<file path="config.mk">
export PLATFORM = sky130hd
export DESIGN_NAME = multi_pump_dose_controller_core_flat
export DESIGN_NICKNAME = d
export VERILOG_FILES = /design/src/rtl/mpdc_pkg.sv /design/src/rtl/mpdc_if.sv /design/src/rtl/mpdc_datapath.sv /design/src/rtl/mpdc_ctrl.sv /design/src/rtl/multi_pump_dose_controller_core.sv /design/src/flat_wrapper.sv
export SDC_FILE = /design/constraint.sdc
export NUM_CORES = 2
export LEC_CHECK = 0
export ABC_AREA = 1
export BUFFER_PORTS_ARGS = -buffer_cell sky130_fd_sc_hd__buf_2
export CAP_MARGIN = 20
export CORE_ASPECT_RATIO = 1.75
export CORE_MARGIN = 8
export CORE_UTILIZATION = 25
export DETAILED_ROUTE_END_ITERATION = 12
export MAX_ROUTING_LAYER = met4
export PLACE_DENSITY = 0.38
export SYNTH_ARGS = -nofsm -noshare
export SYNTH_HDL_FRONTEND = slang
export SYNTH_HIERARCHICAL = 1
export SYNTH_SLANG_ARGS = --single-unit
export TNS_END_PERCENT = 5
</file>
<file path="constraint.sdc">
create_clock -name clock -period 8.5 [get_ports clock]
set_input_delay 1.7 -clock clock [delete_from_list [all_inputs] [get_ports clock]]
set_output_delay 1.7 -clock clock [all_outputs]
set_load 0.01 [all_outputs]
</file>
<file path="src/rtl/mpdc_pkg.sv">
package mpdc_pkg;

   localparam int PUMP_COUNT_DEFAULT = 4;
   localparam int PWM_BITS_DEFAULT = 10;
   localparam int CAL_REGS = 4;
   localparam int MAX_RESULTS = 4;

   localparam logic [9:0] DRIVE_DUTY_RESET = 10'd700;
   localparam logic [31:0] DEFAULT_TARGET = 32'd1000;
   localparam logic [18:0] TIMEOUT_RESET = 19'd30000;
   localparam logic [26:0] TIMEOUT_MIN = 27'd10000;
   localparam logic [26:0] TIMEOUT_MAX = 27'd300000;
   localparam logic [18:0] ELAPSED_MAX = 19'h7ffff;

   typedef enum logic [2:0] {
      CMD_TICK      = 3'd0,
      CMD_ENC_EDGE  = 3'd1,
      CMD_DOSE      = 3'd2,
      CMD_STOP      = 3'd3,
      CMD_SET_DUTY  = 3'd4,
      CMD_CLR_COUNT = 3'd5,
      CMD_QUERY     = 3'd6,
      CMD_STOP_ALL  = 3'd7
   } cmd_type;

   typedef enum logic [2:0] {
      EV_NONE      = 3'd0,
      EV_COMPLETED = 3'd1,
      EV_TIMEOUT   = 3'd2,
      EV_MANUAL    = 3'd3,
      EV_OVERRIDE  = 3'd4
   } event_type;

   typedef enum logic [2:0] {
      CSR_CAL0  = 3'd0,
      CSR_CAL1  = 3'd1,
      CSR_CAL2  = 3'd2,
      CSR_CAL3  = 3'd3,
      CSR_DUTY  = 3'd4
   } csr_index_type;

   typedef enum logic [2:0] {
      DP_IDLE,
      DP_LATCH,
      DP_EVAL,
      DP_SCAN,
      DP_APPLY,
      DP_EMIT_SCAN,
      DP_EMIT_ONE
   } dp_op_type;

   typedef struct packed {
      dp_op_type op;
      logic      last;
   } dp_cmd_type;

   typedef struct packed {
      logic is_scan;
      logic is_edge;
      logic in_range;
      logic slot_free;
      logic flag;
      logic more;
   } dp_sts_type;

endpackage

</file>
<file path="src/rtl/mpdc_if.sv">
interface mpdc_req_if;
   logic        valid;
   logic        ready;
   logic [2:0]  command;
   logic [1:0]  pump;
   logic [23:0] dose_volume;
   logic [9:0]  duty;

   modport source (output valid, command, pump, dose_volume, duty, input ready);
   modport sink (input valid, command, pump, dose_volume, duty, output ready);
endinterface

interface mpdc_rsp_if;
   logic               valid;
   logic               ready;
   logic [1:0]         pump_index;
   logic [2:0]         stop_event;
   logic signed [31:0] pulses_done;
   logic               running;
   logic signed [31:0] pulse_count;
   logic [9:0]         pwm_compare;
   logic [47:0]        pulses_total;
   logic               last;

   modport source (output valid, pump_index, stop_event, pulses_done, running, pulse_count,
                   pwm_compare, pulses_total, last, input ready);
   modport sink (input valid, pump_index, stop_event, pulses_done, running, pulse_count,
                 pwm_compare, pulses_total, last, output ready);
endinterface

</file>
<file path="src/rtl/mpdc_datapath.sv">
module mpdc_datapath #(
   parameter int PUMP_COUNT = 4,
   parameter int PWM_BITS = 10,
   parameter int IDX_W = 2
) (
   input  logic                   clock,
   input  logic                   reset,
   input  logic [2:0]             req_command,
   input  logic [1:0]             req_pump,
   input  logic [23:0]            req_dose_volume,
   input  logic [9:0]             req_duty,
   input  logic                   csr_write_en,
   input  logic [2:0]             csr_index,
   input  logic [23:0]            csr_wdata,
   input  mpdc_pkg::dp_cmd_type   cmd,
   input  logic [IDX_W-1:0]       idx,
   output mpdc_pkg::dp_sts_type   sts,
   output logic [IDX_W-1:0]       pump_sel,
   output logic                   rsp_valid,
   input  logic                   rsp_ready,
   output logic [1:0]             rsp_pump_index,
   output logic [2:0]             rsp_stop_event,
   output logic signed [31:0]     rsp_pulses_done,
   output logic                   rsp_running,
   output logic signed [31:0]     rsp_pulse_count,
   output logic [9:0]             rsp_pwm_compare,
   output logic [47:0]            rsp_pulses_total,
   output logic                   rsp_last
);
   import mpdc_pkg::*;

   localparam int CW = (PWM_BITS > 10) ? PWM_BITS : 10;
   localparam logic [PWM_BITS-1:0] PWM_MAX = '1;

   function automatic logic [PWM_BITS-1:0] to_compare(input logic [9:0] d);
      logic [CW-1:0] dx;
      logic [CW-1:0] mx;
      dx = CW'(d);
      mx = CW'(PWM_MAX);
      if (dx > mx) dx = mx;
      return PWM_BITS'(mx - dx);
   endfunction

   // configuration
   logic [23:0] cal_ff [CAL_REGS];
   logic [9:0]  drive_duty_ff;

   // latched item
   cmd_type     cmd_ff;
   logic [1:0]  pump_ff;
   logic [23:0] vol_ff;
   logic [9:0]  duty_ff;

   // per-pump state
   logic                job_active_ff [PUMP_COUNT];
   logic [31:0]         target_ff [PUMP_COUNT];
   logic [31:0]         start_ff [PUMP_COUNT];
   logic [18:0]         elapsed_ff [PUMP_COUNT];
   logic [18:0]         timeout_ff [PUMP_COUNT];
   logic [31:0]         enc_ff [PUMP_COUNT];
   logic                enc_en_ff [PUMP_COUNT];
   logic [PWM_BITS-1:0] compare_ff [PUMP_COUNT];
   logic [47:0]         total_ff [PUMP_COUNT];
   logic [PUMP_COUNT-1:0] flag_ff;
   logic [PUMP_COUNT-1:0] late_ff;

   // intermediate results
   logic [31:0] diff_ff;
   logic [47:0] prod_ff;
   logic [24:0] est_ff;
   logic        cal_zero_ff;
   event_type   ev_ff;
   logic [31:0] done_ff;

   // output register
   logic        rsp_valid_ff;
   logic [1:0]  o_pump_ff;
   logic [2:0]  o_event_ff;
   logic [31:0] o_done_ff;
   logic        o_running_ff;
   logic [31:0] o_count_ff;
   logic [9:0]  o_compare_ff;
   logic [47:0] o_total_ff;
   logic        o_last_ff;

   logic [IDX_W+1:0] pump_wide;
   logic [30:0]      vol_x125;
   logic [18:0]      elapsed_inc;
   logic             reached;
   logic             late;
   logic             diff_pos;
   logic [47:0]      total_add;
   logic [31:0]      target_new;
   logic [26:0]      tmo3;
   logic [18:0]      tmo_new;
   logic             more;
   logic [CW-1:0]    cmp_ext;
   logic [IDX_W+1:0] idx_wide;
   logic [31:0]      cur_diff;
   logic             is_scan;

   assign pump_wide = (IDX_W + 2)'(pump_ff);
   assign pump_sel = pump_wide[IDX_W-1:0];
   assign idx_wide = (IDX_W + 2)'(idx);
   assign is_scan = (cmd_ff == CMD_TICK) || (cmd_ff == CMD_STOP_ALL);

   always_comb begin
      vol_x125 = (31'(vol_ff) << 7) - (31'(vol_ff) << 2) + 31'(vol_ff);
      elapsed_inc = (elapsed_ff[idx] == ELAPSED_MAX) ? ELAPSED_MAX : elapsed_ff[idx] + 19'd1;
      reached = $signed(diff_ff) >= $signed(target_ff[idx]);
      late = elapsed_inc > timeout_ff[idx];
      diff_pos = !diff_ff[31] && (diff_ff != 32'd0);
      total_add = total_ff[idx] + 48'(diff_ff);
      if (cal_zero_ff) begin
         target_new = DEFAULT_TARGET;
      end else if (prod_ff[47]) begin
         target_new = 32'h7fff_ffff;
      end else begin
         target_new = prod_ff[47:16];
      end
      tmo3 = 27'(est_ff) + {1'b0, est_ff, 1'b0};
      if (tmo3 > TIMEOUT_MAX) begin
         tmo_new = 19'(TIMEOUT_MAX);
      end else if (tmo3 < TIMEOUT_MIN) begin
         tmo_new = 19'(TIMEOUT_MIN);
      end else begin
         tmo_new = tmo3[18:0];
      end
      more = 1'b0;
      for (int i = 0; i < PUMP_COUNT; i++) begin
         if ((i > int'(idx)) && flag_ff[i]) more = 1'b1;
      end
      cmp_ext = CW'(compare_ff[idx]);
      cur_diff = enc_ff[idx] - start_ff[idx];
   end

   always_comb begin
      sts.is_scan = is_scan;
      sts.is_edge = (cmd_ff == CMD_ENC_EDGE);
      sts.in_range = pump_wide < (IDX_W + 2)'(PUMP_COUNT);
      sts.slot_free = !rsp_valid_ff || rsp_ready;
      sts.flag = flag_ff[idx];
      sts.more = more;
   end

   // configuration writes
   always_ff @(posedge clock) begin
      if (reset) begin
         for (int i = 0; i < CAL_REGS; i++) cal_ff[i] <= '0;
         drive_duty_ff <= DRIVE_DUTY_RESET;
      end else if (csr_write_en) begin
         unique case (csr_index)
            CSR_CAL0: cal_ff[0] <= csr_wdata;
            CSR_CAL1: cal_ff[1] <= csr_wdata;
            CSR_CAL2: cal_ff[2] <= csr_wdata;
            CSR_CAL3: cal_ff[3] <= csr_wdata;
            CSR_DUTY: drive_duty_ff <= csr_wdata[9:0];
            default: ;
         endcase
      end
   end

   // item latch and intermediate values
   always_ff @(posedge clock) begin
      if (cmd.op == DP_LATCH) begin
         cmd_ff <= cmd_type'(req_command);
         pump_ff <= req_pump;
         vol_ff <= req_dose_volume;
         duty_ff <= req_duty;
      end
      if (cmd.op == DP_EVAL) begin
         diff_ff <= enc_ff[idx] - start_ff[idx];
         prod_ff <= 48'(vol_ff) * 48'(cal_ff[pump_ff]);
         cal_zero_ff <= (cal_ff[pump_ff] == 24'd0);
         est_ff <= vol_x125[30:6];
      end
   end

   // per-pump state
   always_ff @(posedge clock) begin
      if (reset) begin
         for (int i = 0; i < PUMP_COUNT; i++) begin
            job_active_ff[i] <= 1'b0;
            target_ff[i] <= '0;
            start_ff[i] <= '0;
            elapsed_ff[i] <= '0;
            timeout_ff[i] <= TIMEOUT_RESET;
            enc_ff[i] <= '0;
            enc_en_ff[i] <= 1'b0;
            compare_ff[i] <= PWM_MAX;
            total_ff[i] <= '0;
         end
         flag_ff <= '0;
         late_ff <= '0;
         ev_ff <= EV_NONE;
         done_ff <= '0;
      end else begin
         if (cmd.op == DP_SCAN) begin
            flag_ff[idx] <= 1'b0;
            late_ff[idx] <= 1'b0;
            if (cmd_ff == CMD_STOP_ALL) begin
               enc_en_ff[idx] <= 1'b0;
               compare_ff[idx] <= PWM_MAX;
               if (job_active_ff[idx]) begin
                  job_active_ff[idx] <= 1'b0;
                  flag_ff[idx] <= 1'b1;
                  if (diff_pos) total_ff[idx] <= total_add;
               end
            end else if (job_active_ff[idx]) begin
               elapsed_ff[idx] <= elapsed_inc;
               if (reached || late) begin
                  job_active_ff[idx] <= 1'b0;
                  enc_en_ff[idx] <= 1'b0;
                  compare_ff[idx] <= PWM_MAX;
                  flag_ff[idx] <= 1'b1;
                  late_ff[idx] <= late && !reached;
                  if (diff_pos) total_ff[idx] <= total_add;
               end
            end
         end
         if (cmd.op == DP_APPLY) begin
            ev_ff <= EV_NONE;
            done_ff <= '0;
            unique case (cmd_ff)
               CMD_ENC_EDGE: begin
                  if (enc_en_ff[idx]) enc_ff[idx] <= enc_ff[idx] + 32'd1;
               end
               CMD_DOSE: begin
                  if (vol_ff != 24'd0) begin
                     if (job_active_ff[idx]) begin
                        ev_ff <= EV_OVERRIDE;
                        done_ff <= diff_ff;
                        if (diff_pos) total_ff[idx] <= total_add;
                     end
                     target_ff[idx] <= target_new;
                     timeout_ff[idx] <= tmo_new;
                     job_active_ff[idx] <= 1'b1;
                     start_ff[idx] <= enc_ff[idx];
                     elapsed_ff[idx] <= '0;
                     enc_en_ff[idx] <= 1'b1;
                     compare_ff[idx] <= to_compare(drive_duty_ff);
                  end
               end
               CMD_STOP: begin
                  job_active_ff[idx] <= 1'b0;
                  enc_en_ff[idx] <= 1'b0;
                  compare_ff[idx] <= PWM_MAX;
                  if (job_active_ff[idx]) begin
                     ev_ff <= EV_MANUAL;
                     done_ff <= diff_ff;
                     if (diff_pos) total_ff[idx] <= total_add;
                  end
               end
               CMD_SET_DUTY: begin
                  if (duty_ff == 10'd0) begin
                     enc_en_ff[idx] <= 1'b0;
                     compare_ff[idx] <= PWM_MAX;
                  end else begin
                     enc_en_ff[idx] <= 1'b1;
                     compare_ff[idx] <= to_compare(duty_ff);
                  end
               end
               CMD_CLR_COUNT: enc_ff[idx] <= '0;
               default: ;
            endcase
         end
      end
   end

   // output register
   always_ff @(posedge clock) begin
      if (reset) begin
         rsp_valid_ff <= 1'b0;
      end else if ((cmd.op == DP_EMIT_SCAN) || (cmd.op == DP_EMIT_ONE)) begin
         rsp_valid_ff <= 1'b1;
      end else if (rsp_ready) begin
         rsp_valid_ff <= 1'b0;
      end
   end

   always_ff @(posedge clock) begin
      if ((cmd.op == DP_EMIT_SCAN) || (cmd.op == DP_EMIT_ONE)) begin
         o_pump_ff <= idx_wide[1:0];
         o_running_ff <= job_active_ff[idx];
         o_count_ff <= enc_ff[idx];
         o_compare_ff <= cmp_ext[9:0];
         o_total_ff <= total_ff[idx];
         o_last_ff <= cmd.last;
         if (cmd.op == DP_EMIT_SCAN) begin
            o_done_ff <= cur_diff;
            if (cmd_ff == CMD_STOP_ALL) begin
               o_event_ff <= EV_MANUAL;
            end else begin
               o_event_ff <= late_ff[idx] ? EV_TIMEOUT : EV_COMPLETED;
            end
         end else begin
            o_done_ff <= done_ff;
            o_event_ff <= ev_ff;
         end
      end
   end

   assign rsp_valid = rsp_valid_ff;
   assign rsp_pump_index = o_pump_ff;
   assign rsp_stop_event = o_event_ff;
   assign rsp_pulses_done = $signed(o_done_ff);
   assign rsp_running = o_running_ff;
   assign rsp_pulse_count = $signed(o_count_ff);
   assign rsp_pwm_compare = o_compare_ff;
   assign rsp_pulses_total = o_total_ff;
   assign rsp_last = o_last_ff;

endmodule

</file>
<file path="src/rtl/mpdc_ctrl.sv">
module mpdc_ctrl #(
   parameter int PUMP_COUNT = 4,
   parameter int IDX_W = 2
) (
   input  logic                 clock,
   input  logic                 reset,
   input  logic                 req_valid,
   output logic                 req_ready,
   input  mpdc_pkg::dp_sts_type sts,
   input  logic [IDX_W-1:0]     pump_sel,
   output mpdc_pkg::dp_cmd_type cmd,
   output logic [IDX_W-1:0]     idx
);
   import mpdc_pkg::*;

   localparam logic [IDX_W-1:0] LAST_IDX = IDX_W'(PUMP_COUNT - 1);
   localparam logic [2:0] RES_LIMIT = 3'(MAX_RESULTS);

   typedef enum logic [2:0] {
      S_IDLE,
      S_DISPATCH,
      S_SCAN_EVAL,
      S_SCAN_APPLY,
      S_EMIT_SCAN,
      S_EVAL,
      S_APPLY,
      S_RESP
   } state_type;

   state_type        state_ff;
   logic [IDX_W-1:0] idx_ff;
   logic [2:0]       cnt_ff;
   logic             emit_ok;
   logic             emit_last;

   assign emit_ok = sts.flag && (cnt_ff < RES_LIMIT);
   assign emit_last = (cnt_ff == RES_LIMIT - 3'd1) || !sts.more;
   assign req_ready = (state_ff == S_IDLE);
   assign idx = idx_ff;

   always_comb begin
      cmd.op = DP_IDLE;
      cmd.last = 1'b0;
      unique case (state_ff)
         S_IDLE:       if (req_valid) cmd.op = DP_LATCH;
         S_SCAN_EVAL:  cmd.op = DP_EVAL;
         S_SCAN_APPLY: cmd.op = DP_SCAN;
         S_EVAL:       cmd.op = DP_EVAL;
         S_APPLY:      cmd.op = DP_APPLY;
         S_EMIT_SCAN: begin
            if (emit_ok && sts.slot_free) begin
               cmd.op = DP_EMIT_SCAN;
               cmd.last = emit_last;
            end
         end
         S_RESP: begin
            if (sts.slot_free) begin
               cmd.op = DP_EMIT_ONE;
               cmd.last = 1'b1;
            end
         end
         default: ;
      endcase
   end

   always_ff @(posedge clock) begin
      if (reset) begin
         state_ff <= S_IDLE;
         idx_ff <= '0;
         cnt_ff <= '0;
      end else begin
         unique case (state_ff)
            S_IDLE: if (req_valid) state_ff <= S_DISPATCH;
            S_DISPATCH: begin
               cnt_ff <= '0;
               if (sts.is_scan) begin
                  idx_ff <= '0;
                  state_ff <= S_SCAN_EVAL;
               end else if (!sts.in_range) begin
                  state_ff <= S_IDLE;
               end else begin
                  idx_ff <= pump_sel;
                  state_ff <= S_EVAL;
               end
            end
            S_SCAN_EVAL: state_ff <= S_SCAN_APPLY;
            S_SCAN_APPLY: begin
               if (idx_ff == LAST_IDX) begin
                  idx_ff <= '0;
                  state_ff <= S_EMIT_SCAN;
               end else begin
                  idx_ff <= idx_ff + 1'b1;
                  state_ff <= S_SCAN_EVAL;
               end
            end
            S_EMIT_SCAN: begin
               if (emit_ok) begin
                  if (sts.slot_free) begin
                     cnt_ff <= cnt_ff + 3'd1;
                     if (emit_last || idx_ff == LAST_IDX) begin
                        state_ff <= S_IDLE;
                     end else begin
                        idx_ff <= idx_ff + 1'b1;
                     end
                  end
               end else if (idx_ff == LAST_IDX || cnt_ff >= RES_LIMIT) begin
                  state_ff <= S_IDLE;
               end else begin
                  idx_ff <= idx_ff + 1'b1;
               end
            end
            S_EVAL: state_ff <= S_APPLY;
            S_APPLY: state_ff <= sts.is_edge ? S_IDLE : S_RESP;
            S_RESP: if (sts.slot_free) state_ff <= S_IDLE;
            default: state_ff <= S_IDLE;
         endcase
      end
   end

endmodule

</file>
<file path="src/rtl/multi_pump_dose_controller_core.sv">
// Dose controller for a set of encoder-fed dosing pumps.
// req_ch carries one command item (tick, encoder edge, dose, stop, set duty,
// clear count, query, stop all); rsp_ch returns status items, the final one
// of each command marked by last. Both channels use valid/ready.
// A single-pump command is dispatched, evaluated and applied, then gives one
// status item; an encoder edge or a pump out of range gives none. A tick or
// stop all evaluates and applies each pump in turn, then walks the pumps again
// to report stopped jobs, one per cycle while the receiver keeps up, up to four.
// One command is in work at a time; the next is taken once the controller
// has gone back to idle, while the last result may still sit in the output
// register. A stalled receiver holds the output register and the report walk.
// Configuration registers are written on the csr port; the user must do it
// only while idle (not enforced). Reset (synchronous) stops all pumps, clears
// counters and totals, sets all timeouts to 30000 ms and the drive duty to 700.
module multi_pump_dose_controller_core #(
   parameter int PUMP_COUNT = mpdc_pkg::PUMP_COUNT_DEFAULT,
   parameter int PWM_BITS = mpdc_pkg::PWM_BITS_DEFAULT
) (
   input  logic         clock,
   input  logic         reset,
   mpdc_req_if.sink     req_ch,
   mpdc_rsp_if.source   rsp_ch,
   input  logic         csr_write_en,
   input  logic [2:0]   csr_index,
   input  logic [23:0]  csr_wdata
);
   import mpdc_pkg::*;

   localparam int IDX_W = (PUMP_COUNT > 1) ? $clog2(PUMP_COUNT) : 1;

   dp_cmd_type       dp_cmd;
   dp_sts_type       dp_sts;
   logic [IDX_W-1:0] idx;
   logic [IDX_W-1:0] pump_sel;

   mpdc_ctrl #(
      .PUMP_COUNT (PUMP_COUNT),
      .IDX_W      (IDX_W)
   ) u_ctrl (
      .clock     (clock),
      .reset     (reset),
      .req_valid (req_ch.valid),
      .req_ready (req_ch.ready),
      .sts       (dp_sts),
      .pump_sel  (pump_sel),
      .cmd       (dp_cmd),
      .idx       (idx)
   );

   mpdc_datapath #(
      .PUMP_COUNT (PUMP_COUNT),
      .PWM_BITS   (PWM_BITS),
      .IDX_W      (IDX_W)
   ) u_datapath (
      .clock            (clock),
      .reset            (reset),
      .req_command      (req_ch.command),
      .req_pump         (req_ch.pump),
      .req_dose_volume  (req_ch.dose_volume),
      .req_duty         (req_ch.duty),
      .csr_write_en     (csr_write_en),
      .csr_index        (csr_index),
      .csr_wdata        (csr_wdata),
      .cmd              (dp_cmd),
      .idx              (idx),
      .sts              (dp_sts),
      .pump_sel         (pump_sel),
      .rsp_valid        (rsp_ch.valid),
      .rsp_ready        (rsp_ch.ready),
      .rsp_pump_index   (rsp_ch.pump_index),
      .rsp_stop_event   (rsp_ch.stop_event),
      .rsp_pulses_done  (rsp_ch.pulses_done),
      .rsp_running      (rsp_ch.running),
      .rsp_pulse_count  (rsp_ch.pulse_count),
      .rsp_pwm_compare  (rsp_ch.pwm_compare),
      .rsp_pulses_total (rsp_ch.pulses_total),
      .rsp_last         (rsp_ch.last)
   );

   a_busy_after_accept: assert property (@(posedge clock) disable iff (reset)
      (req_ch.valid && req_ch.ready) |=> !req_ch.ready)
      else $error("controller took a second item while busy");

   a_emit_needs_slot: assert property (@(posedge clock) disable iff (reset)
      (dp_cmd.op == DP_EMIT_SCAN || dp_cmd.op == DP_EMIT_ONE) |-> dp_sts.slot_free)
      else $error("result loaded over an untaken result");

   a_valid_from_emit: assert property (@(posedge clock) disable iff (reset)
      $rose(rsp_ch.valid) |-> ($past(dp_cmd.op) == DP_EMIT_SCAN ||
                               $past(dp_cmd.op) == DP_EMIT_ONE))
      else $error("result appeared without an emit command");

endmodule
</file>
<file path="src/flat_wrapper.sv">
// flat-port wrapper written by rule: the top's interface ports become plain ports
module multi_pump_dose_controller_core_flat import mpdc_pkg::*;
#(
   parameter int PUMP_COUNT = mpdc_pkg::PUMP_COUNT_DEFAULT,
   parameter int PWM_BITS = mpdc_pkg::PWM_BITS_DEFAULT
)
  (clock, reset, csr_write_en, csr_index, csr_wdata, req_ch_valid, req_ch_command, req_ch_pump, req_ch_dose_volume, req_ch_duty, req_ch_ready, rsp_ch_valid, rsp_ch_pump_index, rsp_ch_stop_event, rsp_ch_pulses_done, rsp_ch_running, rsp_ch_pulse_count, rsp_ch_pwm_compare, rsp_ch_pulses_total, rsp_ch_last, rsp_ch_ready);
  mpdc_req_if req_ch_i ();
  mpdc_rsp_if rsp_ch_i ();
  input  logic clock;
  input  logic reset;
  input  logic csr_write_en;
  input  logic [2:0] csr_index;
  input  logic [23:0] csr_wdata;
  input wire logic [$bits(req_ch_i.valid)-1:0] req_ch_valid;
  input wire logic [$bits(req_ch_i.command)-1:0] req_ch_command;
  input wire logic [$bits(req_ch_i.pump)-1:0] req_ch_pump;
  input wire logic [$bits(req_ch_i.dose_volume)-1:0] req_ch_dose_volume;
  input wire logic [$bits(req_ch_i.duty)-1:0] req_ch_duty;
  output wire logic [$bits(req_ch_i.ready)-1:0] req_ch_ready;
  output wire logic [$bits(rsp_ch_i.valid)-1:0] rsp_ch_valid;
  output wire logic [$bits(rsp_ch_i.pump_index)-1:0] rsp_ch_pump_index;
  output wire logic [$bits(rsp_ch_i.stop_event)-1:0] rsp_ch_stop_event;
  output wire logic [$bits(rsp_ch_i.pulses_done)-1:0] rsp_ch_pulses_done;
  output wire logic [$bits(rsp_ch_i.running)-1:0] rsp_ch_running;
  output wire logic [$bits(rsp_ch_i.pulse_count)-1:0] rsp_ch_pulse_count;
  output wire logic [$bits(rsp_ch_i.pwm_compare)-1:0] rsp_ch_pwm_compare;
  output wire logic [$bits(rsp_ch_i.pulses_total)-1:0] rsp_ch_pulses_total;
  output wire logic [$bits(rsp_ch_i.last)-1:0] rsp_ch_last;
  input wire logic [$bits(rsp_ch_i.ready)-1:0] rsp_ch_ready;
  assign req_ch_i.valid = req_ch_valid;
  assign req_ch_i.command = req_ch_command;
  assign req_ch_i.pump = req_ch_pump;
  assign req_ch_i.dose_volume = req_ch_dose_volume;
  assign req_ch_i.duty = req_ch_duty;
  assign req_ch_ready = req_ch_i.ready;
  assign rsp_ch_valid = rsp_ch_i.valid;
  assign rsp_ch_pump_index = rsp_ch_i.pump_index;
  assign rsp_ch_stop_event = rsp_ch_i.stop_event;
  assign rsp_ch_pulses_done = rsp_ch_i.pulses_done;
  assign rsp_ch_running = rsp_ch_i.running;
  assign rsp_ch_pulse_count = rsp_ch_i.pulse_count;
  assign rsp_ch_pwm_compare = rsp_ch_i.pwm_compare;
  assign rsp_ch_pulses_total = rsp_ch_i.pulses_total;
  assign rsp_ch_last = rsp_ch_i.last;
  assign rsp_ch_i.ready = rsp_ch_ready;
  multi_pump_dose_controller_core #(.PUMP_COUNT(PUMP_COUNT), .PWM_BITS(PWM_BITS)) u_core (.clock(clock), .reset(reset), .req_ch(req_ch_i), .rsp_ch(rsp_ch_i), .csr_write_en(csr_write_en), .csr_index(csr_index), .csr_wdata(csr_wdata));
endmodule
</file>
==> results.md <==
* I/O pin cnt at 202
* Number of nets produced by synthesis at 9,048
* Signed area change from the synthesized netlist to the final layout at 14.39%
* Fin. max-slew vios at 0
* Layer carrying the most global-route usage: met2
* Post-cts gate resize count at 0
* First DRT Iteration DRCs at 3,612
* Cell types occupying the most area after synthesis: edfxtp_1 44%, fa_1 13%, nand2_1 7.6%, nor2_1 6.3%, inv_1 5.8%
* Area leader, netlist: edfxtp_1
* Layout Utilization at 0.2870
* Critical Setup Path Class: reg -> reg
* Initial antenna violation count at 9
* Headroom to the max-slew limit at 0.2677
* Crit path required time at 9.01 ns
* Arrival time at the worst endpoint at 8.38 ns
* Final weighted congestion of routability-driven global placement at 0.9328
* Post-CTS setup repair buffer count at 0
* Critical Path Slowest Stage Cell: fa_1
* Die Width at 436.6 um
* Mapped cell area at 77,390 sq um
* Fraction of the yosys area taken by sequential cells at 0.4532
* Count of warnings emitted by yosys at 6
* Clock tree from TritonCTS: done
* Period minus WS final at 7.861 ns
* Count of antenna-violating nets left after detailed routing at 0
* Initial core utilization at 0.2509
* Met1 capacity usage during global routing at 0.1834
* Setup clock skew after layout at 0.08371 ns
* Critical path peak fanout at 48
* Sum of negative setup slack at 0 ns
* Maximum number of pins on one net before global-route repair at 94
* Most frequent cell on the critical path: fa_1
* Number of placed instances, taps included at 12,310
* Non-filler instance count after layout at 12,557
* Final global-route overflow total at 0
* Share of final-layout standard cells stronger than drive strength 1 at 0.09527
* Via Count at 58,883
* Fmax at 127.2 MHz
* Worst setup EP type: register
* Average wire per cell in the routed design at 24.40 um
* Height of the chip at 752.0 um
* Final setup fails at 0
* Grt met3 use at 0.01679
* GRT Util Overall at 0.1874
* Core Box Area at 308,400 sq um
* Via count of the first global-routing pass at 62,758
* Core Rows at 270
* Hold buffers post-CTS at 0
* HPWL after detailed placement at 231,300 um
* Register clock-pin slew on the reported worst setup and hold paths at 0.06 ns
* Share of synthesized flip-flops with an asynchronous set or reset at 0
* Actual transition at the worst max-transition pin at 1.098 ns
* HP Start: u_core/u_datapath/done_ff[31]
* Number of filler cells placed in the layout at 32,558
* Run status: completed
* Startpoint types: register
* Routed wire length at 306,400 um
* I/O Buffers at 201
* Worst Hold Class: reg -> reg
* Delay of the slowest cell on the worst path at 0.63 ns
* Post-synthesis average cell area at 9.528 sq um
* Number of buffers on the longest clock path at 4
* Clk sink count at 1,189
* Share of the synthesized area in the top cell type at 0.4369
* Yosys cell types at 75
* Number of buffers inserted during clock tree synthesis at 140
* Number of levels in the clock H-tree at 4
* Drt drc at 0
* Global-route wire length before repair at 441,500 um
* Net count, final at 9,297
* Total Die Area at 328,300 sq um
* Unrepaired setup endpoints after global routing: no
* Number of synthesized flops with an enable pin at 1,126
* Tcrit/Tclk final at 0.9248
* Clock latency of the later-clocked register in the worst-skew pair at 0.83 ns
* Count of mapped cells out of synthesis at 8,123
* Primary flip-flop cell chosen by synthesis mapping: edfxtp_1
* Number of maximum-capacitance violations at 0
* Met2 Use GR at 0.3641
* Root buf cell: clkbuf_16
* First-pass detailed-route iteration total at 8
* Final Hold Viols at 0
* #FFs+latches synth at 1,189
* Per-cell via count in the routed design at 4.689
[cell usage after synthesis (6+ instances only)]
cell type / n
inv_2: 24
mux2i_1: 10
nand4_1: 68
nand2_1: 1570
nand4_2: 6
buf_2: 29
nor3_1: 75
nor2_4: 10
o21ai_0: 176
xnor2_1: 51
nor3_2: 14
nand3b_1: 46
a31oi_1: 35
a22oi_1: 101
a22o_1: 81
buf_1: 38
dfxtp_1: 63
or2_2: 7
edfxtp_1: 1126
a21o_1: 20
nor2_2: 23
a221oi_1: 84
o21a_1: 14
nand3_1: 278
nor4_1: 26
buf_4: 21
nand2_2: 34
clkbuf_1: 209
a21oi_1: 283
nand3_2: 22
fa_1: 501
ha_1: 353
o211ai_1: 13
inv_1: 1190
o22ai_1: 7
o21bai_1: 17
o21ai_1: 9
xor2_1: 77
and3_1: 6
nor2_1: 1306
buf_6: 18
[critical path: cells and delay by family, from the launching register on]
kind | cells | cell delay (ns)
AO/OA/AOI/OAI | 1 | 0.54
adder cells (fa/ha/maj) | 8 | 4.05
buffers and inverters | 8 | 1.30
flip-flops | 1 | 0.33
AND/OR/NAND/NOR | 11 | 1.28
[flip-flops by register name (all words and copies together), names as in the netlist, 32 cells and up, named ones only]
register,cells
u_core/u_datapath/compare_ff,40
u_core/u_datapath/start_ff,128
u_core/u_datapath/diff_ff,32
u_core/u_datapath/rsp_pulses_total,48
u_core/u_datapath/enc_ff,128
u_core/u_datapath/elapsed_ff,76
u_core/u_datapath/rsp_pulse_count,32
u_core/u_datapath/timeout_ff,76
u_core/u_datapath/target_ff,124
u_core/u_datapath/total_ff,192
u_core/u_datapath/done_ff,32
u_core/u_datapath/prod_ff,32
u_core/u_datapath/cal_ff,96
u_core/u_datapath/rsp_pulses_done,32
[routing by layer]
layer	routed length, um	up-vias
met2	169800	1408
met4	19910	0
met5	0	-
met3	9451	650
li1	-	27138
met1	107300	29687
[logic make-up (layout without fill, tap and decap cells)]
logic type / after synthesis / in the layout / share of synthesized area
and+or+nand+nor: 3520 / 3520 / 0.1915
buffers and inverters: 1537 / 1885 / 0.07799
DFF: 1189 / 1189 / 0.4532
AOI/OAI and AO/OA: 884 / 884 / 0.07482
adders and majority gates: 854 / 854 / 0.1867
xor gates and xnor gates: 128 / 128 / 0.01449
muxes: 10 / 10 / 0.001293
other: 1 / 7 / 0.00004845
[area by class of cell]
class / count / area, sq um / share of cell area
antenna: 6 / 15.01 / 0.0001696
clock buffer: 171 / 3745 / 0.04230
clock inverter: 70 / 653.1 / 0.007377
inverter: 1221 / 4602 / 0.05198
multi-input combinational: 5397 / 36390 / 0.4110
sequential: 1189 / 35070 / 0.3962
tap: 4080 / 5105 / 0.05766
timing repair buffer: 423 / 2945 / 0.03327
[final timing paths]
path	end	cells past startpoint	slack, ns
setup / recovery	u_core/u_datapath/prod_ff[33]	28	0.64
hold reg to reg	u_core/u_datapath/done_ff[31]	2	0.46
hold / removal	u_core/u_datapath/done_ff[31]	2	0.46
setup reg to reg	u_core/u_datapath/prod_ff[33]	28	0.64
[per-stage QoR]
step / cell area [sq um] / hold slack [ns] / setup WS, ns
global placement: 84050 / 0.4515 / 0.7050
finish: 88530 / 0.4637 / 0.6388
CTS: 88510 / 0.4652 / 0.5709
floorplan: 77390 / 0.4373 / 1.307
detailed placement: 84120 / 0.4557 / 0.6631
global route: 88520 / 0.4774 / 0.1871
[placed cells by master (no fill, tap or decap), types with 144 or more instances in the layout]
master,netlist,layout
fa_1,501,501
clkbuf_16,0,144
inv_1,1190,1188
nand3_1,278,278
edfxtp_1,1126,1126
nand2_1,1570,1562
buf_4,21,201
o21ai_0,176,174
nor2_1,1306,1305
ha_1,353,353
a21oi_1,283,283
buf_2,29,201
Power is left out: the tool's default activity adds up to more than one toggle a clock period on the data nets, which glitch-free logic cannot reach.
